--- src/hdl/tcpc_pkg.sv ---
`default_nettype none
// ----------------------------------------------------------------------------
// tcpc_pkg
// Shared types and constants for the tcp client connection control block.
// ----------------------------------------------------------------------------
package tcpc_pkg;

    typedef enum logic [2:0] {
        ST_CLOSED      = 3'd0,
        ST_SYN_SENT    = 3'd1,
        ST_ESTABLISHED = 3'd2,
        ST_FIN_WAIT1   = 3'd3,
        ST_FIN_WAIT2   = 3'd4,
        ST_TIME_WAIT   = 3'd5
    } conn_state_t;

    localparam logic [1:0] KIND_CONNECT = 2'd0;
    localparam logic [1:0] KIND_CLOSE   = 2'd1;
    localparam logic [1:0] KIND_SEGMENT = 2'd2;

    localparam int unsigned FLAG_FIN_BIT = 0;
    localparam int unsigned FLAG_SYN_BIT = 1;
    localparam int unsigned FLAG_RST_BIT = 2;
    localparam int unsigned FLAG_ACK_BIT = 4;

    localparam logic [7:0] FLAGS_SYN     = 8'h02;
    localparam logic [7:0] FLAGS_ACK     = 8'h10;
    localparam logic [7:0] FLAGS_FIN_ACK = 8'h11;

    localparam logic [15:0] CLIENT_PORT  = 16'd44000;
    localparam logic [15:0] HEADER_BYTES = 16'd20;
    localparam logic [15:0] WINDOW_SIZE  = 16'd4096;
    localparam logic [15:0] PROTO_TCP    = 16'd6;
    localparam logic [15:0] DATA_OFFSET  = 16'h5000;

    localparam int unsigned SUM_W = 20;

    localparam logic [0:0] CFG_OWN_IP  = 1'b0;
    localparam logic [0:0] CFG_MAC_LOW = 1'b1;

endpackage : tcpc_pkg
`default_nettype wire

--- src/hdl/tcpc_if.sv ---
`default_nettype none
// ----------------------------------------------------------------------------
// tcpc_if
// Event and result item channels of the tcp client connection control block.
// ----------------------------------------------------------------------------
interface tcpc_in_if;
    logic        valid;
    logic        ready;
    logic [1:0]  kind;
    logic [31:0] peer_ip;
    logic [15:0] peer_port;
    logic [7:0]  rx_flags;
    logic [31:0] rx_seq;
    logic [15:0] rx_length;
    logic [31:0] tick_count;

    modport source (
        output valid, kind, peer_ip, peer_port, rx_flags, rx_seq, rx_length, tick_count,
        input  ready
    );
    modport sink (
        input  valid, kind, peer_ip, peer_port, rx_flags, rx_seq, rx_length, tick_count,
        output ready
    );
endinterface : tcpc_in_if

interface tcpc_out_if;
    logic        valid;
    logic        ready;
    logic        send_valid;
    logic [7:0]  tx_flags;
    logic [31:0] tx_seq;
    logic [31:0] tx_ack;
    logic [15:0] tx_source_port;
    logic [15:0] tx_dest_port;
    logic [31:0] tx_dst_ip;
    logic [15:0] tx_checksum;
    logic [2:0]  conn_state;
    logic        rejected;

    modport source (
        output valid, send_valid, tx_flags, tx_seq, tx_ack, tx_source_port, tx_dest_port,
               tx_dst_ip, tx_checksum, conn_state, rejected,
        input  ready
    );
    modport sink (
        input  valid, send_valid, tx_flags, tx_seq, tx_ack, tx_source_port, tx_dest_port,
               tx_dst_ip, tx_checksum, conn_state, rejected,
        output ready
    );
endinterface : tcpc_out_if
`default_nettype wire

--- src/hdl/tcp_client_connection_fsm.sv ---
`default_nettype none
// ----------------------------------------------------------------------------
// tcp_client_connection_fsm
// Single-connection tcp client control machine with control segment builder.
// ----------------------------------------------------------------------------
// Takes connect, close and received-segment events and returns one result item
// per event: the connection state after the event, a connect-refused flag and,
// when a SYN, ACK or FIN+ACK control segment is due, its header fields and
// checksum. One item is accepted per cycle while the result side is not stalled;
// each item passes an input register, a decision stage that updates the
// connection state and forms the header sum, and a fold stage that finishes
// the checksum into the output register. Stalls on the result side back up
// through the stages. Configuration writes are to be taken only while no item
// is in flight; the user must ensure this, as the block does not enforce it.
// ----------------------------------------------------------------------------
module tcp_client_connection_fsm (
    input  wire logic        clk,
    input  wire logic        rst_n,
    input  wire logic        write_en,
    input  wire logic [0:0]  write_index,
    input  wire logic [31:0] write_data,
    tcpc_in_if.sink          in_item,
    tcpc_out_if.source       out_item
);
    import tcpc_pkg::*;

    // configuration
    logic [31:0] own_ip_reg;
    logic [31:0] mac_low_reg;

    // connection state
    conn_state_t state_reg, state_next;
    logic [31:0] remote_ip_reg, remote_ip_next;
    logic [15:0] remote_port_reg, remote_port_next;
    logic [15:0] client_port_reg, client_port_next;
    logic [31:0] send_seq_reg, send_seq_next;
    logic [31:0] expect_seq_reg, expect_seq_next;

    // input stage
    logic        s1_valid_reg;
    logic [1:0]  s1_kind_reg;
    logic [31:0] s1_peer_ip_reg;
    logic [15:0] s1_peer_port_reg;
    logic [7:0]  s1_flags_reg;
    logic [31:0] s1_rx_seq_reg;
    logic [15:0] s1_rx_length_reg;
    logic [31:0] s1_tick_reg;

    // decision stage
    logic             s2_valid_reg;
    logic             s2_send_reg;
    logic [7:0]       s2_flags_reg;
    logic [31:0]      s2_seq_reg;
    logic [31:0]      s2_ack_reg;
    logic [15:0]      s2_source_port_reg;
    logic [15:0]      s2_dest_port_reg;
    logic [31:0]      s2_dst_ip_reg;
    logic [SUM_W-1:0] s2_sum_reg;
    conn_state_t      s2_state_reg;
    logic             s2_rejected_reg;

    // output stage
    logic        s3_valid_reg;
    logic        s3_send_reg;
    logic [7:0]  s3_flags_reg;
    logic [31:0] s3_seq_reg;
    logic [31:0] s3_ack_reg;
    logic [15:0] s3_source_port_reg;
    logic [15:0] s3_dest_port_reg;
    logic [31:0] s3_dst_ip_reg;
    logic [15:0] s3_checksum_reg;
    conn_state_t s3_state_reg;
    logic        s3_rejected_reg;

    // flow control
    logic out_free, s2_free, s1_free, s1_fire;

    assign out_free      = !s3_valid_reg || out_item.ready;
    assign s2_free       = !s2_valid_reg || out_free;
    assign s1_free       = !s1_valid_reg || s2_free;
    assign s1_fire       = s1_valid_reg && s2_free;
    assign in_item.ready = s1_free;

    // event decode
    logic        is_connect, is_close, seg_take;
    logic        rx_fin, rx_syn, rx_rst, rx_ack;
    logic        emit_syn, emit_fin, emit_ack, do_send, reject;
    logic [31:0] isn, rx_seq_inc;

    assign rx_fin     = s1_flags_reg[FLAG_FIN_BIT];
    assign rx_syn     = s1_flags_reg[FLAG_SYN_BIT];
    assign rx_rst     = s1_flags_reg[FLAG_RST_BIT];
    assign rx_ack     = s1_flags_reg[FLAG_ACK_BIT];
    assign is_connect = (s1_kind_reg == KIND_CONNECT);
    assign is_close   = (s1_kind_reg == KIND_CLOSE);
    assign seg_take   = (s1_kind_reg == KIND_SEGMENT) && (s1_rx_length_reg >= HEADER_BYTES)
                        && (state_reg != ST_CLOSED) && (s1_peer_port_reg == remote_port_reg)
                        && (s1_peer_ip_reg == remote_ip_reg);
    assign isn        = s1_tick_reg ^ mac_low_reg;
    assign rx_seq_inc = s1_rx_seq_reg + 32'd1;

    always_comb
    begin
        state_next = state_reg;
        unique case (state_reg)
            ST_CLOSED:
            begin
                if (is_connect)
                    state_next = ST_SYN_SENT;
            end
            ST_SYN_SENT:
            begin
                if (seg_take && rx_syn && rx_ack)
                    state_next = ST_ESTABLISHED;
                else if (seg_take && rx_rst)
                    state_next = ST_CLOSED;
            end
            ST_ESTABLISHED:
            begin
                if (is_close)
                    state_next = ST_FIN_WAIT1;
            end
            ST_FIN_WAIT1:
            begin
                if (seg_take && rx_fin)
                    state_next = ST_TIME_WAIT;
                else if (seg_take && rx_ack)
                    state_next = ST_FIN_WAIT2;
            end
            ST_FIN_WAIT2:
            begin
                if (seg_take && rx_fin)
                    state_next = ST_TIME_WAIT;
            end
            ST_TIME_WAIT:
            begin
                state_next = ST_TIME_WAIT;
            end
            default:
            begin
                state_next = state_reg;
            end
        endcase
    end

    // segment fields
    logic [7:0]       tx_flags_c;
    logic [31:0]      tx_seq_c, tx_ack_c;
    logic [SUM_W-1:0] sum_c;

    always_comb
    begin
        emit_syn = is_connect && (state_reg == ST_CLOSED);
        emit_fin = is_close && (state_reg == ST_ESTABLISHED);
        emit_ack = seg_take && (((state_reg == ST_SYN_SENT) && rx_syn && rx_ack)
                   || (((state_reg == ST_FIN_WAIT1) || (state_reg == ST_FIN_WAIT2)) && rx_fin));
        do_send  = emit_syn || emit_fin || emit_ack;
        reject   = is_connect && (state_reg != ST_CLOSED);

        remote_ip_next   = emit_syn ? s1_peer_ip_reg   : remote_ip_reg;
        remote_port_next = emit_syn ? s1_peer_port_reg : remote_port_reg;
        client_port_next = emit_syn ? CLIENT_PORT      : client_port_reg;

        send_seq_next = send_seq_reg;
        if (emit_syn)
            send_seq_next = isn + 32'd1;
        else if (emit_fin)
            send_seq_next = send_seq_reg + 32'd1;

        expect_seq_next = expect_seq_reg;
        if (emit_syn)
            expect_seq_next = '0;
        else if (emit_ack)
            expect_seq_next = rx_seq_inc;

        if (emit_syn)
        begin
            tx_flags_c = FLAGS_SYN;
            tx_seq_c   = isn;
            tx_ack_c   = '0;
        end
        else if (emit_fin)
        begin
            tx_flags_c = FLAGS_FIN_ACK;
            tx_seq_c   = send_seq_reg;
            tx_ack_c   = expect_seq_reg;
        end
        else
        begin
            tx_flags_c = FLAGS_ACK;
            tx_seq_c   = send_seq_reg;
            tx_ack_c   = rx_seq_inc;
        end

        sum_c = SUM_W'(own_ip_reg[31:16]) + SUM_W'(own_ip_reg[15:0])
              + SUM_W'(remote_ip_next[31:16]) + SUM_W'(remote_ip_next[15:0])
              + SUM_W'(PROTO_TCP) + SUM_W'(HEADER_BYTES)
              + SUM_W'(client_port_next) + SUM_W'(remote_port_next)
              + SUM_W'(tx_seq_c[31:16]) + SUM_W'(tx_seq_c[15:0])
              + SUM_W'(tx_ack_c[31:16]) + SUM_W'(tx_ack_c[15:0])
              + SUM_W'(DATA_OFFSET | {8'h00, tx_flags_c}) + SUM_W'(WINDOW_SIZE);
    end

    // checksum fold
    logic [16:0] fold1_c;
    logic [15:0] fold2_c;

    assign fold1_c = 17'(s2_sum_reg[15:0]) + 17'(s2_sum_reg[SUM_W-1:16]);
    assign fold2_c = fold1_c[15:0] + 16'(fold1_c[16]);

    always_ff @(posedge clk or negedge rst_n)
    begin
        if (!rst_n)
        begin
            own_ip_reg  <= '0;
            mac_low_reg <= '0;
        end
        else if (write_en)
        begin
            unique case (write_index)
                CFG_OWN_IP:  own_ip_reg  <= write_data;
                CFG_MAC_LOW: mac_low_reg <= write_data;
                default:     own_ip_reg  <= own_ip_reg;
            endcase
        end
    end

    always_ff @(posedge clk or negedge rst_n)
    begin
        if (!rst_n)
        begin
            state_reg       <= ST_CLOSED;
            remote_ip_reg   <= '0;
            remote_port_reg <= '0;
            client_port_reg <= '0;
            send_seq_reg    <= '0;
            expect_seq_reg  <= '0;
        end
        else if (s1_fire)
        begin
            state_reg       <= state_next;
            remote_ip_reg   <= remote_ip_next;
            remote_port_reg <= remote_port_next;
            client_port_reg <= client_port_next;
            send_seq_reg    <= send_seq_next;
            expect_seq_reg  <= expect_seq_next;
        end
    end

    always_ff @(posedge clk or negedge rst_n)
    begin
        if (!rst_n)
        begin
            s1_valid_reg <= 1'b0;
            s2_valid_reg <= 1'b0;
            s3_valid_reg <= 1'b0;
        end
        else
        begin
            if (s1_free)
                s1_valid_reg <= in_item.valid;
            if (s2_free)
                s2_valid_reg <= s1_valid_reg;
            if (out_free)
                s3_valid_reg <= s2_valid_reg;
        end
    end

    always_ff @(posedge clk)
    begin
        if (s1_free && in_item.valid)
        begin
            s1_kind_reg      <= in_item.kind;
            s1_peer_ip_reg   <= in_item.peer_ip;
            s1_peer_port_reg <= in_item.peer_port;
            s1_flags_reg     <= in_item.rx_flags;
            s1_rx_seq_reg    <= in_item.rx_seq;
            s1_rx_length_reg <= in_item.rx_length;
            s1_tick_reg      <= in_item.tick_count;
        end
        if (s1_fire)
        begin
            s2_send_reg        <= do_send;
            s2_flags_reg       <= do_send ? tx_flags_c       : '0;
            s2_seq_reg         <= do_send ? tx_seq_c         : '0;
            s2_ack_reg         <= do_send ? tx_ack_c         : '0;
            s2_source_port_reg <= do_send ? client_port_next : '0;
            s2_dest_port_reg   <= do_send ? remote_port_next : '0;
            s2_dst_ip_reg      <= do_send ? remote_ip_next   : '0;
            s2_sum_reg         <= sum_c;
            s2_state_reg       <= state_next;
            s2_rejected_reg    <= reject;
        end
        if (out_free && s2_valid_reg)
        begin
            s3_send_reg        <= s2_send_reg;
            s3_flags_reg       <= s2_flags_reg;
            s3_seq_reg         <= s2_seq_reg;
            s3_ack_reg         <= s2_ack_reg;
            s3_source_port_reg <= s2_source_port_reg;
            s3_dest_port_reg   <= s2_dest_port_reg;
            s3_dst_ip_reg      <= s2_dst_ip_reg;
            s3_checksum_reg    <= s2_send_reg ? ~fold2_c : '0;
            s3_state_reg       <= s2_state_reg;
            s3_rejected_reg    <= s2_rejected_reg;
        end
    end

    assign out_item.valid          = s3_valid_reg;
    assign out_item.send_valid     = s3_send_reg;
    assign out_item.tx_flags       = s3_flags_reg;
    assign out_item.tx_seq         = s3_seq_reg;
    assign out_item.tx_ack         = s3_ack_reg;
    assign out_item.tx_source_port = s3_source_port_reg;
    assign out_item.tx_dest_port   = s3_dest_port_reg;
    assign out_item.tx_dst_ip      = s3_dst_ip_reg;
    assign out_item.tx_checksum    = s3_checksum_reg;
    assign out_item.conn_state     = 3'(s3_state_reg);
    assign out_item.rejected       = s3_rejected_reg;

endmodule : tcp_client_connection_fsm
`default_nettype wire

--- src/flat_wrapper.sv ---
// flat-port wrapper written by rule: the top's interface ports become plain ports
module tcp_client_connection_fsm_flat import tcpc_pkg::*;
  (clk, rst_n, write_en, write_index, write_data, in_item_valid, in_item_kind, in_item_peer_ip, in_item_peer_port, in_item_rx_flags, in_item_rx_seq, in_item_rx_length, in_item_tick_count, in_item_ready, out_item_valid, out_item_send_valid, out_item_tx_flags, out_item_tx_seq, out_item_tx_ack, out_item_tx_source_port, out_item_tx_dest_port, out_item_tx_dst_ip, out_item_tx_checksum, out_item_conn_state, out_item_rejected, out_item_ready);
  tcpc_in_if in_item_i ();
  tcpc_out_if out_item_i ();
  input  wire logic clk;
  input  wire logic rst_n;
  input  wire logic write_en;
  input  wire logic [0:0] write_index;
  input  wire logic [31:0] write_data;
  input wire logic [$bits(in_item_i.valid)-1:0] in_item_valid;
  input wire logic [$bits(in_item_i.kind)-1:0] in_item_kind;
  input wire logic [$bits(in_item_i.peer_ip)-1:0] in_item_peer_ip;
  input wire logic [$bits(in_item_i.peer_port)-1:0] in_item_peer_port;
  input wire logic [$bits(in_item_i.rx_flags)-1:0] in_item_rx_flags;
  input wire logic [$bits(in_item_i.rx_seq)-1:0] in_item_rx_seq;
  input wire logic [$bits(in_item_i.rx_length)-1:0] in_item_rx_length;
  input wire logic [$bits(in_item_i.tick_count)-1:0] in_item_tick_count;
  output wire logic [$bits(in_item_i.ready)-1:0] in_item_ready;
  output wire logic [$bits(out_item_i.valid)-1:0] out_item_valid;
  output wire logic [$bits(out_item_i.send_valid)-1:0] out_item_send_valid;
  output wire logic [$bits(out_item_i.tx_flags)-1:0] out_item_tx_flags;
  output wire logic [$bits(out_item_i.tx_seq)-1:0] out_item_tx_seq;
  output wire logic [$bits(out_item_i.tx_ack)-1:0] out_item_tx_ack;
  output wire logic [$bits(out_item_i.tx_source_port)-1:0] out_item_tx_source_port;
  output wire logic [$bits(out_item_i.tx_dest_port)-1:0] out_item_tx_dest_port;
  output wire logic [$bits(out_item_i.tx_dst_ip)-1:0] out_item_tx_dst_ip;
  output wire logic [$bits(out_item_i.tx_checksum)-1:0] out_item_tx_checksum;
  output wire logic [$bits(out_item_i.conn_state)-1:0] out_item_conn_state;
  output wire logic [$bits(out_item_i.rejected)-1:0] out_item_rejected;
  input wire logic [$bits(out_item_i.ready)-1:0] out_item_ready;
  assign in_item_i.valid = in_item_valid;
  assign in_item_i.kind = in_item_kind;
  assign in_item_i.peer_ip = in_item_peer_ip;
  assign in_item_i.peer_port = in_item_peer_port;
  assign in_item_i.rx_flags = in_item_rx_flags;
  assign in_item_i.rx_seq = in_item_rx_seq;
  assign in_item_i.rx_length = in_item_rx_length;
  assign in_item_i.tick_count = in_item_tick_count;
  assign in_item_ready = in_item_i.ready;
  assign out_item_valid = out_item_i.valid;
  assign out_item_send_valid = out_item_i.send_valid;
  assign out_item_tx_flags = out_item_i.tx_flags;
  assign out_item_tx_seq = out_item_i.tx_seq;
  assign out_item_tx_ack = out_item_i.tx_ack;
  assign out_item_tx_source_port = out_item_i.tx_source_port;
  assign out_item_tx_dest_port = out_item_i.tx_dest_port;
  assign out_item_tx_dst_ip = out_item_i.tx_dst_ip;
  assign out_item_tx_checksum = out_item_i.tx_checksum;
  assign out_item_conn_state = out_item_i.conn_state;
  assign out_item_rejected = out_item_i.rejected;
  assign out_item_i.ready = out_item_ready;
  tcp_client_connection_fsm u_core (.clk(clk), .rst_n(rst_n), .write_en(write_en), .write_index(write_index), .write_data(write_data), .in_item(in_item_i), .out_item(out_item_i));
endmodule
--- config.mk ---
export PLATFORM = sky130hd
export DESIGN_NAME = tcp_client_connection_fsm_flat
export DESIGN_NICKNAME = d
export VERILOG_FILES = /design/src/hdl/tcpc_pkg.sv /design/src/hdl/tcpc_if.sv /design/src/hdl/tcp_client_connection_fsm.sv /design/src/flat_wrapper.sv
export SDC_FILE = /design/constraint.sdc
export NUM_CORES = 1
export LEC_CHECK = 0
export ABC_AREA = 1
export BUFFER_PORTS_ARGS = -buffer_cell sky130_fd_sc_hd__buf_2
export CAP_MARGIN = 10
export CORE_ASPECT_RATIO = 1.1
export CORE_MARGIN = 4
export CORE_UTILIZATION = 30
export DETAILED_ROUTE_END_ITERATION = 8
export PLACE_DENSITY = 0.55
export SLEW_MARGIN = 20
export SYNTH_ARGS = -nofsm -noshare
export SYNTH_HDL_FRONTEND = slang
export SYNTH_SLANG_ARGS = --single-unit
--- constraint.sdc ---
create_clock -name clk -period 7.85 [get_ports clk]
set_input_delay 0.785 -clock clk [delete_from_list [all_inputs] [get_ports clk]]
set_output_delay 0.785 -clock clk [all_outputs]
set_load 0.05 [all_outputs]
# Word level (Yosys, flattened, before mapping)
# Index checks and enable logic that the tools add are counted.
# W data, S select, Z words.
# op_classes
n_mul	0
n_shift	0
add_sub_neg	18
bitwise_logic	3
n_lt_le_gt_ge	1
eq_ne	9
n_reduce_logical	38
muxes	20
n_div	0
# ops
op	n
$mux W32	8
$add A20 B16 Y20	8
$add A32 B1 Y32 const B	3
$eq A32 B32 Y1	1
$mux W16	2
$xor A32 B32 Y32	1
$mux W3	7
$add A20 B13 Y20 const B	1
$add A20 B15 Y20	1
$add A20 B3 Y20 const B	1
$add A20 B5 Y20 const B	1
$logic_and A1 B1 Y1	19
$pmux W3 S6	1
$add A16 B16 Y17	1
$add A16 B4 Y17	1
$add A16 B1 Y16	1
$eq A16 B16 Y1	1
$ge A16 B5 Y1 const B	1
$not A16 Y16	1
$mux W8	1
$reduce_and A2 Y1	4
$logic_or A1 B1 Y1	7
$eq A3 B2 Y1 const B	2
$eq A3 B3 Y1 const B	2
10 further kinds	13
# word_totals
wordCells	127
input_bits	176
output_inout_bits	159
rom_bits	0
ramBits	0
regBits	651
latch_bits	0
memories	0

# Logic depth before layout (Yosys ltp)
# Gate-level depths: netlist of run 1.
# depth
word_depth	15
ltp_mapped	33
depth_no_buf	33

# Worst setup path after synthesis of run 1
# Ideal clock, no wire load.
# synth_timing
kind	input to register
startpoint	input port out_item_ready
endpoint	register u_core.s3_state_reg[0], in the netlist u_core.out_item.conn_state[0], enable pin
stages	2
required_ns	7.137
t_arrival_ns	8.093
path_slack_ns	-0.957
setup_ns	0.713
path_buffers	0
cell_sequence	inv_1 a21oi_1
# synth_via
elab_chain_len	2
# synth_lines
item	line	rtl
start, declared	flat_wrapper.sv:31	input wire logic [$bits(out_item_i.ready)-1:0] out_item_ready;
$logic_or A1 B1 Y1	tcp_client_connection_fsm.sv:78	assign out_free = !s3_valid_reg || out_item.ready;
$logic_and A1 B1 Y1	tcp_client_connection_fsm.sv:294	if (out_free && s2_valid_reg)
end signal, assigned	tcp_client_connection_fsm.sv:304	s3_state_reg <= s2_state_reg;
end, declared	tcp_client_connection_fsm.sv:72	conn_state_t s3_state_reg;
# Every way passes these cells.
# A chain may end at the register's enable or synchronous reset.

# Worst setup path in the final report of run 1
# layout_timing
startpoint	register u_core.s1_rx_seq_reg[0]
endpoint	register u_core.s2_sum_reg[16] (data pin)
# layout_via
elab_chain_len	7
# layout_lines
item	line	rtl
start, declared	tcp_client_connection_fsm.sv:45	logic [31:0] s1_rx_seq_reg;
start signal, assigned	tcp_client_connection_fsm.sv:277	s1_rx_seq_reg <= in_item.rx_seq;
$add A32 B1 Y32	tcp_client_connection_fsm.sv:100	assign rx_seq_inc = s1_rx_seq_reg + 32'd1;
$mux W32	tcp_client_connection_fsm.sv:182	else if (emit_fin)
$mux W32	tcp_client_connection_fsm.sv:176	if (emit_syn)
named net u_core.tx_ack_c[18]	tcp_client_connection_fsm.sv:148	logic [31:0] tx_seq_c, tx_ack_c;
$add A20 B16 Y20 (2 in a row)	tcp_client_connection_fsm.sv:200	+ SUM_W'(tx_ack_c[31:16]) + SUM_W'(tx_ack_c[15:0])
$add A20 B15 Y20	tcp_client_connection_fsm.sv:201	+ SUM_W'(DATA_OFFSET | {8'h00, tx_flags_c}) + SUM_W'(WINDOW_SIZE);
$add A20 B13 Y20	tcp_client_connection_fsm.sv:201	
named net u_core.sum_c[16]	tcp_client_connection_fsm.sv:149	logic [SUM_W-1:0] sum_c;
end signal, assigned	tcp_client_connection_fsm.sv:290	s2_sum_reg <= sum_c;
end, declared	tcp_client_connection_fsm.sv:58	logic [SUM_W-1:0] s2_sum_reg;
# The timed path passes the listed nets, and every way through them passes these cells.

==> flow_summary_export.csv, run 1 <==
group,metric,value,unit
routing,drt_iter0_drc,2047,
die,ios,335,
setup_path,worst-path-buf-inv,4,
power_and_ir_drop,leakagePower,16.47,nW
place,globalplace.congestion,0.9054,
setup_path,crit_fanout,4,
grt,grt_overflow,0,
setup_path,reg2reg_to,"u_core.s2_sum_reg[16]",
grt,grt_start_max_net_pins,123,
cts,cts_setup_buffers,0,
place,portBuffers,323,
logic_synthesis,synth_xor_xnor_area_share,3.393,%
power_and_ir_drop,vdd_drop_max,0.0004142,V
logic_synthesis,ys_ff_latch,638,
cts,clock-root-buffer,"clkbuf_16",
place,dpl.cell_count,4759,
routing,antenna_left,0,
logic_synthesis,ys_types,49,
routing,vias_per_cell,4.483,
final_layout,drive_above_1_share,15.05,%
logic_synthesis,synthMuxAreaShare,0,%
setup_path,cpLargestDelayFamily,"adder cells",
cts,clkTransAtPathRegs,0.07,ns
min_path,hold_path.class,"in -> async",
setup_path,setup.worst_path.start_class,"flop",
logic_synthesis,ys.flop_type,"edfxtp_1",
setup_path,slowest_delay,0.54,ns
sta,max_freq,141.7,MHz
run_status,status,"finished, final reports clean",
sta,tightest_slew,1.027,ns
die,die_area,110200,um2
routing,firstDrtPassIters,6,
sta,finalCriticalPeriod,7.058,ns
sta,fin_skew,0.04041,ns
cts,hold_buffers,0,
setup_path,rr_startpoint,"u_core.s1_rx_seq_reg[0]",
die,dieHeight,347.8,um
logic_synthesis,yosys_warnings,0,
grt,antenna_found_initial,6,
logic_synthesis,synth_edf_count,440,
logic_synthesis,async_flop_share,31.03,%
cts,htreeDepth,3,
setup_path,end_kind,"flop",
die,rows,124,
place,dp_hpwl,74580,um
grt,first_global_vias,21750,
setup_path,cp-endpoint,"u_core.s2_sum_reg[16]",
logic_synthesis,syn_area,31490,um2
sta,finalCritPeriodShare,89.92,%
setup_path,crit_cells,31,
logic_synthesis,synth-compound-area-share,6.365,%
cts,numClockSinks,638,
final_layout,stdcell_count,4899,
setup_path,crit_slowest_cell,"fa_1",
logic_synthesis,synthAdderAreaFrac,9.925,%
cts,clk_latency,0.65,ns
routing,drc,0,
cts,clockBufferDepth,3,
setup_path,startpoint,"u_core.s1_rx_seq_reg[0]",
routing,avgRoutedWirePerCell,19.75,um
grt,grt_use_total,17.45,%
die,initial_core_util,30.25,%
grt,grt_pass1_wl,141000,um
logic_synthesis,ys_seq_area_share,57.69,%
setup_path,rrSetupSlack,0.79,ns
die,core_area,104100,um2
setup_path,path_common_cell,"nand2_1",
logic_synthesis,syn_avg_cell_area,10.21,um2
setup_path,arrival,7.46,ns
routing,wirelength,96780,um
sta,slew_headroom,31.31,%
setup_path,cp.required,8.25,ns
sta,drv_slew,0,
power_and_ir_drop,power_density,356.9,nW/um2
die,die_x,316.9,um
sta,finalSetupTns,0,ns
logic_synthesis,synth_top_family_by_area,"simple AND/OR/NAND/NOR gates",
final_layout,syn_to_final_growth,18.04,%
cts,cts_tree,"done",
sta,finalHoldViolCount,0,
routing,via_count,21960,
final_layout,finalNetCount,3806,
logic_synthesis,synthCells,3083,
setup_path,crit_type,"reg -> reg",
cts,cts_buffers,73,
cts,post_cts_resized,0,
job,drv_cap,0,
sta,setup_viol,0,
logic_synthesis,yosys.area_share.simple,15.21,%
setup_path,worst-r2r-cell-count,31,
sta,rsz0062_at_grt,"no",
==> synth_stat cells (4+ instances only) <==
library cell    n  share of area, %
dfrtp_1       198                16
inv_1         506               6.0
nand2_1       660               7.9
nor2_2          8              0.16
xnor2_1        23              0.64
nand4_1        38              0.75
o22ai_1        12              0.24
or2_2          10              0.20
xor2_1         99               2.8
a21oi_1        58              0.92
o21ai_1        32              0.51
inv_2           4             0.048
nor2_1        302               3.6
ha_1           69               2.7
fa_1          113               7.2
a21boi_0        5              0.12
a31oi_1        10              0.20
o21ai_0       240               3.8
buf_2          23              0.37
buf_4           9              0.21
nor4_1          8              0.16
nor3_1         36              0.57
nand3_1        83               1.3
edfxtp_1      440                42
nand3b_1        5              0.12
clkbuf_1       48              0.57
buf_6           4              0.14
nand2_2         4             0.079
o21bai_1        5              0.12
==> stage by stage <==
step	total power [mW]	utilization (%)	hold slack (ns)	worst slack (ns)	cell area (um2)
2_1_floorplan	8.732	-	0.4003	1.430	31510
3_3_place_gp	10.07	33.50	0.4012	0.8343	34880
3_5_place_dp	10.07	33.50	0.4045	0.8156	34880
4_1_cts	13.42	35.69	0.1683	0.8021	37160
5_1_grt	14.28	35.70	0.2181	0.2230	37170
6_report	13.27	35.71	0.1856	0.7917	37170
==> per-layer routing <==
metal	vias up	part of all wire, %	GRT usage, %	routed length, um
li1	10700	-	-	-
met1	10470	44	23.53	42640
met2	671	47	28.77	45830
met3	122	5.6	2.917	5458
met4	2	2.9	5.465	2840
met5	-	0.013	0	13
==> worst reg2reg max path, delay by kind of cell (launching register included) <==
family	cells	cell delay [ns]
xor+xnor	1	0.26
compound gates	5	1.08
buf+inv	4	0.19
flops	1	0.40
simple gates	13	1.46
fa+ha+maj	8	3.44
==> cell families after synthesis <==
logic type	Yosys count
buf+inv	596
flops	638
fa+ha+maj	182
xor+xnor	122
simple gates	1166
compound gates	378
other cells	1
==> area by class of cell <==
| class | count | area (um2) |
|---|---|---|
| diodes | 4 | 10.01 |
| clock buffers | 93 | 1932 |
| clock inverters | 43 | 344.1 |
| fillers | 10460 | 66930 |
| inverters | 511 | 1933 |
| multi-input cells | 1853 | 11040 |
| flip-flops and latches | 638 | 18170 |
| well taps | 1386 | 1734 |
| repair buffers | 371 | 2011 |
==> power by group <==
part / switching [mW] / total (mW) / internal (mW)
Combinational: 3.49 / 5.28 / 1.79
Clock: 1.43 / 3.27 / 1.83
Sequential: 0.238 / 4.71 / 4.48
Total: 5.16 / 13.3 / 8.10
==> worst min path at each step <==
stage                                from                               to  slack, ns  depth (start not counted)
2_1_floorplan      u_core.s2_state_reg[0]    u_core.out_item.conn_state[0]       0.40                          0
3_3_place_gp      u_core.s2_dst_ip_reg[4]     u_core.out_item.tx_dst_ip[4]       0.40                          0
3_5_place_dp   u_core.s2_dest_port_reg[8]  u_core.out_item.tx_dest_port[8]       0.40                          0
4_1_cts                             rst_n           u_core.mac_low_reg[19]       0.17                          1
5_1_grt                             rst_n           u_core.mac_low_reg[19]       0.22                          1
6_report                            rst_n           u_core.mac_low_reg[19]       0.19                          1
==> cell usage in the layout, fill, tap and decap left out, drive strengths merged, types with 2 or more instances in the layout <==
cell type,instances
nor3b,3
a22o,2
nor3,39
o21ai,276
nand2,664
xnor2,23
a21oi,59
nand3b,5
buf,370
ha,69
diode,4
and2,2
conb,5
o21bai,5
o22ai,12
nand3,84
nor2,313
clkinvlp,6
o31ai,2
nand4,38
a21boi,5
edfxtp,440
nor4,8
or2,10
a22oi,2
xor2,99
fa,113
clkbuf,94
dfrtp,198
a31oi,10
inv,519
bufinv,2
clkinv,27
Note: power is estimated with default switching activity, not from simulation.
==> run 2: changes to the inputs <==
CORE_MARGIN = 3   (was 4)
==> run 2 against run 1 <==
Cell count decreased by 0.12%; die area shrank 1.2%; critical path depth is the same; non-clock buffer count decreased by 3; first-iteration DRC count decreased by 9.5%; sequential share of layout area shrank 0.18 points; highest routed layer unchanged; combinational power is essentially flat; via count is 0.36% higher; total power rose by 1.9%; register-to-register slack improved by 0.07 ns.
==> flow_summary_export.csv, run 2 (synthesis gave the netlist of run 1 again) <==
group,metric,value,unit
power_and_ir_drop,leakagePower,16.54,nW
sta,max_freq,143.1,MHz
setup_path,cp.required,8.24,ns
power_and_ir_drop,power_density,362.2,nW/um2
min_path,hold_path.class,"in -> async",
sta,drv_slew,0,
routing,via_count,22040,
grt,grt_pass1_wl,141200,um
cts,htreeDepth,3,
cts,numClockSinks,638,
routing,wirelength,96170,um
setup_path,arrival,7.38,ns
grt,antenna_found_initial,3,
cts,cts_buffers,73,
cts,post_cts_resized,0,
place,portBuffers,323,
die,dieHeight,345.8,um
die,die_x,314.9,um
sta,setup_viol,0,
setup_path,path_common_cell,"nand2_1",
final_layout,utilization,35.84,%
power_and_ir_drop,vdd_drop_max,0.0002982,V
routing,drc,0,
final_layout,final_cell_mix,"nand2_1, inv_1, edfxtp_1, buf_2, nor2_1",
grt,grt_use_total,17.63,%
place,globalplace.congestion,0.9094,
cts,hold_buffers,0,
setup_path,setup.worst_path.start_class,"flop",
die,core_area,104100,um2
grt,grt_overflow,0,
sta,whs,0.1508,ns
sta,finalCritPeriodShare,89.03,%
die,die_area,108900,um2
sta,fin_skew,0.02909,ns
cts,clockBufferDepth,3,
routing,drt_iter0_drc,1852,
sta,tightest_slew,1.107,ns
sta,finalSetupTns,0,ns
sta,finalHoldViolCount,0,
place,dpl.cell_count,4756,
job,drv_cap,0,
routing,antenna_left,0,
cts,cts_tree,"done",
final_layout,finalNetCount,3803,
cts,clk_latency,0.64,ns
die,ios,335,
die,initial_core_util,30.25,%
setup_path,crit_slowest_cell,"fa_1",
grt,grt_start_max_net_pins,127,
sta,rsz0062_at_grt,"no",
final_layout,drive_above_1_share,14.92,%
final_layout,syn_to_final_growth,18.48,%
routing,avgRoutedWirePerCell,19.65,um
power_and_ir_drop,p_total,13.51,mW
sta,finalCriticalPeriod,6.989,ns
setup_path,crit_fanout,4,
routing,vias_per_cell,4.504,
cts,clkTransAtPathRegs,0.06,ns
routing,firstDrtPassIters,5,
grt,first_global_vias,21750,
final_layout,layout_commonest_cell,"nand2_1",
die,rows,124,
setup_path,slowest_delay,0.56,ns
sta,slew_headroom,25.43,%
cts,cts_setup_buffers,0,
run_status,status,"finished, final reports clean",
final_layout,fillers,10450,
final_layout,stdcell_count,4893,
setup_path,end_kind,"flop",
place,dp_hpwl,74380,um
setup_path,crit_type,"reg -> reg",
cts,clock-root-buffer,"clkbuf_16",
[run 2: cell types whose count changed in the layout (fill, tap and decap cells not counted), sizes merged]
| cell | change |
|---|---|
| clkbuf | +13 |
| buf | -3 |
| clkinvlp | -5 |
| diode | -2 |
| clkinv | -12 |
| inv | -2 |
| bufinv | +5 |
[run 2: where the power goes]
group / total [mW] / leakage [nW] / switching, mW / internal (mW)
registers: 4.72 / 6.51 / 0.242 / 4.48
logic: 5.31 / 8.84 / 3.51 / 1.80
clock network: 3.48 / 1.19 / 1.41 / 2.07
total: 13.5 / 16.5 / 5.17 / 8.35
[run 2: final cells by class]
class,instances,area (um2),area share [%]
antenna,2,5.005,0.01341
clock buffer,106,2052,5.500
clock inverter,29,390.4,1.046
inverter,511,1933,5.181
multi-input combinational,1853,11040,29.59
sequential,638,18170,48.69
tap,1386,1734,4.648
timing repair buffer,368,1988,5.329
[run 2: worst max-delay path, delay by kind of cell, from the launching register on]
kind / cells / cell delay [ns]
fa+ha+maj: 6 / 3.00
simple gates: 13 / 1.80
compound gates: 6 / 1.22
flops: 1 / 0.38
buf+inv: 6 / 0.36
[run 2: path summary, 6_finish.rpt]
check / startpoint / end / slack [ns] / cells after the start
min reg2reg: u_core.s2_ack_reg[6] / u_core.out_item.tx_ack[6] / 0.41 / 0
max reg2reg: u_core.s1_rx_seq_reg[3] / u_core.s2_sum_reg[16] / 0.86 / 31
min in group clk: in_item_peer_port[14] / u_core.s1_peer_port_reg[14] / 0.31 / 1
min: rst_n / u_core.mac_low_reg[17] / 0.15 / 1
max in group asynchronous: rst_n / u_core.out_item.valid / 6.45 / 2
max: u_core.s1_rx_seq_reg[3] / u_core.s2_sum_reg[16] / 0.86 / 31
[run 2: per-layer routing]
metal | vias to the layer above | global-route usage, % | wire, um
li1 | 10660 | - | -
met1 | 10630 | 23.81 | 42320
met2 | 648 | 28.97 | 45950
met3 | 104 | 2.721 | 5238
met4 | 4 | 5.722 | 2643
met5 | - | 0 | 21
[run 2: stage by stage]
stage / area [um2] / setup slack [ns]
global placement: 34860 / 0.9174
detailed placement: 34860 / 0.8864
floorplan: 31510 / 1.430
CTS: 37300 / 0.8702
global route: 37300 / 0.3039
finish: 37310 / 0.8611
==> run 3: changes to the inputs <==
ABC_AREA = not set   (was 1)
BUFFER_PORTS_ARGS = not set   (was -buffer_cell sky130_fd_sc_hd__buf_2)
DONT_BUFFER_PORTS = 1   (was not set)
PLACE_DENSITY = 0.52   (was 0.55)
RECOVER_POWER = 25   (was not set)
==> run 3 against run 2 <==
The flow now finishes with violations (max-capacitance violations, max-slew violations); register-to-register slack lost 0.36 ns; first-iteration DRC count decreased by 28%; cell area is 7.7% lower; via count down 18%; total power fell by 16%; wire length decreased by 7.6%; clock skew rose by 0.0057 ns; non-clock buffer count shrank 320; utilization shrank 1.2 points; hold slack improved by 0.062 ns; die area shrank 4.1%; critical endpoint is now u_core.s2_sum_reg[18]; largest cell class unchanged.
==> flow_summary_export.csv, run 3 <==
group,metric,value,unit
run_status,status,"finished with violations",
run_status,violations,"max-capacitance violations, max-slew violations",
die,initial_core_util,30.39,%
place,dpl.cell_count,3558,
setup_path,rrSetupSlack,0.51,ns
setup_path,setup.worst_path.start_class,"flop",
sta,tightest_slew,3.856,ns
logic_synthesis,syn_area,30180,um2
die,dieHeight,338.7,um
job,drv_cap,3,
die,die_area,104400,um2
grt,grt_use_total,16.86,%
sta,setup_viol,0,
routing,via_count,18020,
die,core_area,99320,um2
die,rows,121,
power_and_ir_drop,p_clk_share,31.5,%
setup_path,crit_fanout,5,
routing,wirelength,88810,um
sta,whs,0.2129,ns
power_and_ir_drop,power.share.combinational,28.0,%
setup_path,worst-r2r-cell-count,25,
cts,clock-root-buffer,"clkbuf_16",
setup_path,worst-path-buf-inv,5,
sta,drv_slew,133,
sta,finalCriticalPeriod,7.345,ns
setup_path,end_kind,"flop",
logic_synthesis,syn_avg_cell_area,13.10,um2
routing,drc,0,
final_layout,layout_commonest_cell,"edfxtp_1",
sta,finalHoldViolCount,0,
cts,cts_buffers,73,
logic_synthesis,netlist.area_leader.share,43.78,%
logic_synthesis,yosysMostFrequentCell,"edfxtp_1",
power_and_ir_drop,power_density,330.5,nW/um2
sta,rsz0062_at_grt,"no",
logic_synthesis,ys_top_cells_by_count,"edfxtp_1, nand2_1, dfrtp_1, inv_1, fa_1",
cts,clk_latency,0.66,ns
min_path,whs_path_depth,0,
logic_synthesis,async_flop_share,31.03,%
sta,max_freq,136.2,MHz
logic_synthesis,ys_seq_area_share,60.20,%
setup_path,rr_startpoint,"u_core.s1_rx_seq_reg[0]",
setup_path,crit_type,"reg -> reg",
cts,clkTransAtPathRegs,0.06,ns
cts,numClockSinks,638,
sta,fin_skew,0.03478,ns
place,dp_hpwl,66780,um
power_and_ir_drop,pwr-share-seq,40.4,%
grt,grt_overflow,0,
final_layout,stdcell_count,3700,
setup_path,slowest_delay,0.60,ns
die,die_x,308.4,um
cts,cts_setup_buffers,0,
grt,grt_start_max_net_pins,199,
cts,htreeDepth,3,
routing,firstDrtPassIters,5,
sta,finalSetupTns,0,ns
setup_path,path_common_cell,"fa_1",
place,globalplace.congestion,0.8426,
place,portBuffers,0,
final_layout,final_cell_mix,"edfxtp_1, nand2_1, dfrtp_1, inv_1, fa_1",
power_and_ir_drop,p_int,7.437,mW
logic_synthesis,yosys_warnings,0,
power_and_ir_drop,switching_share,34.64,%
logic_synthesis,synth_area_leaders,"edfxtp_1, dfrtp_1, fa_1",
min_path,min_from,"in_item_peer_ip[11]",
min_path,whs_endpoint,"u_core.s1_peer_ip_reg[11]",
power_and_ir_drop,leakagePower,13.85,nW
setup_path,cp.required,8.23,ns
logic_synthesis,synth_area_leader_cell,"edfxtp_1",
sta,finalCritPeriodShare,93.56,%
cts,cts_tree,"done",
grt,antenna_found_initial,16,
setup_path,reg2reg_to,"u_core.s2_sum_reg[18]",
routing,vias_per_cell,4.871,
min_path,hold_path.class,"in -> reg",
final_layout,drive_above_1_share,12.35,%
sta,slew_headroom,-157.0,%
setup_path,cpLargestDelayFamily,"adder cells",
setup_path,crit_slowest_cell,"fa_1",
power_and_ir_drop,vdd_drop_max,0.0002908,V
cts,clockBufferDepth,3,
logic_synthesis,synth_edf_count,440,
routing,antenna_left,0,
routing,drt_iter0_drc,1340,
logic_synthesis,synthCells,2304,
die,ios,335,
logic_synthesis,ys.flop_type,"edfxtp_1",
final_layout,finalNetCount,2702,
grt,first_global_vias,18760,
logic_synthesis,ys_types,76,
power_and_ir_drop,power.switching,3.941,mW
grt,grt_pass1_wl,128000,um
routing,avgRoutedWirePerCell,24.00,um
logic_synthesis,ys_ff_latch,638,
setup_path,arrival,7.73,ns
final_layout,syn_to_final_growth,14.05,%
-- run 3: cell count changes in the layout (fill, tap and decap cells not counted), moves of 112 or more --
cell	change
nand2_1	-401
mux2_2	+112
buf_2	-322
inv_1	-342
nor2_1	-191
o21ai_0	-170
-- run 3: worst max path at each step --
stage | startpoint | cells after the start | end | slack (ns)
after detailed placement | u_core.s1_rx_seq_reg[0] | 24 | u_core.s2_sum_reg[18] | 0.36
after global placement | u_core.s1_rx_seq_reg[0] | 25 | u_core.s2_sum_reg[18] | 0.43
after floorplan | u_core.state_reg[2] | 27 | u_core.s2_sum_reg[18] | 0.96
after global routing | u_core.s1_rx_seq_reg[0] | 25 | u_core.s2_sum_reg[18] | 0.12
final | u_core.s1_rx_seq_reg[0] | 25 | u_core.s2_sum_reg[18] | 0.51
after CTS | u_core.s1_rx_seq_reg[0] | 24 | u_core.s2_sum_reg[18] | 0.34
-- run 3: what timing repair did --
action	4_1_cts	5_1_grt
resized for setup	0	1
setup endpoints to repair	0	1
hold endpoints to repair	198	0
hold buffers	1	0
-- run 3: layout make-up --
class / instances / area (um2)
sequential: 638 / 18170
clock buffer: 93 / 1952
multi-input combinational: 1417 / 11050
timing repair buffer: 48 / 394.1
tap: 1291 / 1615
clock inverter: 42 / 596.8
fill: 9690 / 64890
antenna: 5 / 12.51
inverter: 166 / 629.4
-- run 3: power groups by stage --
stage | Clock [mW] | Combinational [mW] | Sequential (mW)
detailed placement | 0 | 3.15 | 4.68
CTS | 3.70 | 3.20 | 4.61
floorplan | 0 | 2.33 | 4.58
global route | 3.83 | 3.61 | 4.63
global placement | 0 | 3.10 | 4.67
finish | 3.59 | 3.19 | 4.60
-- run 3: cell families after synthesis --
group           Yosys count  synth area share (%)
compound gates          306                 6.430
buf+inv                 253                 3.329
flops                   638                 60.20
mux                     134                 4.909
fa+ha+maj               183                 10.39
other cells               1               0.01243
simple gates            619                 9.801
xor+xnor                170                 4.933
-- run 3: worst reg2reg max path, stage by stage (launching register included) --
cell	delay [ns]
edfxtp_1	0.44
ha_1	0.21
nand3_1	0.16
or3_1	0.43
nor3_1	0.18
xnor2_1	0.20
o21ai_0	0.12
buf_4	0.17
fa_1	0.50
inv_1	0.06
fa_1	0.60
inv_1	0.08
fa_1	0.51
fa_1	0.55
inv_1	0.05
fa_1	0.53
inv_1	0.04
ha_1	0.21
fa_1	0.43
a211oi_1	0.28
o21ai_0	0.16
a221oi_1	0.35
a221oi_1	0.16
a41o_1	0.29
o41ai_2	0.27
xnor2_1	0.12
-- run 3: per-stage QoR --
stage                     util [%]  setup WS, ns  instance area (um2)  total power [mW]
after CTS                    34.64        0.3450                34410             11.52
after detailed placement     32.05        0.3638                31830             7.825
after global routing         34.66        0.1152                34420             12.08
after global placement       32.05        0.4316                31830             7.768
after floorplan                  -        0.9646                30200             6.908
final                        34.66        0.5053                34420             11.38
-- run 3: layer usage --
layer  GRT usage (%)  vias up  wire (um)
met5               0        -         13
met4           6.866        2       3297
met3           3.699      145       4948
met2           28.94      583      44610
met1           20.50     9108      35940
li1                -     8183          -
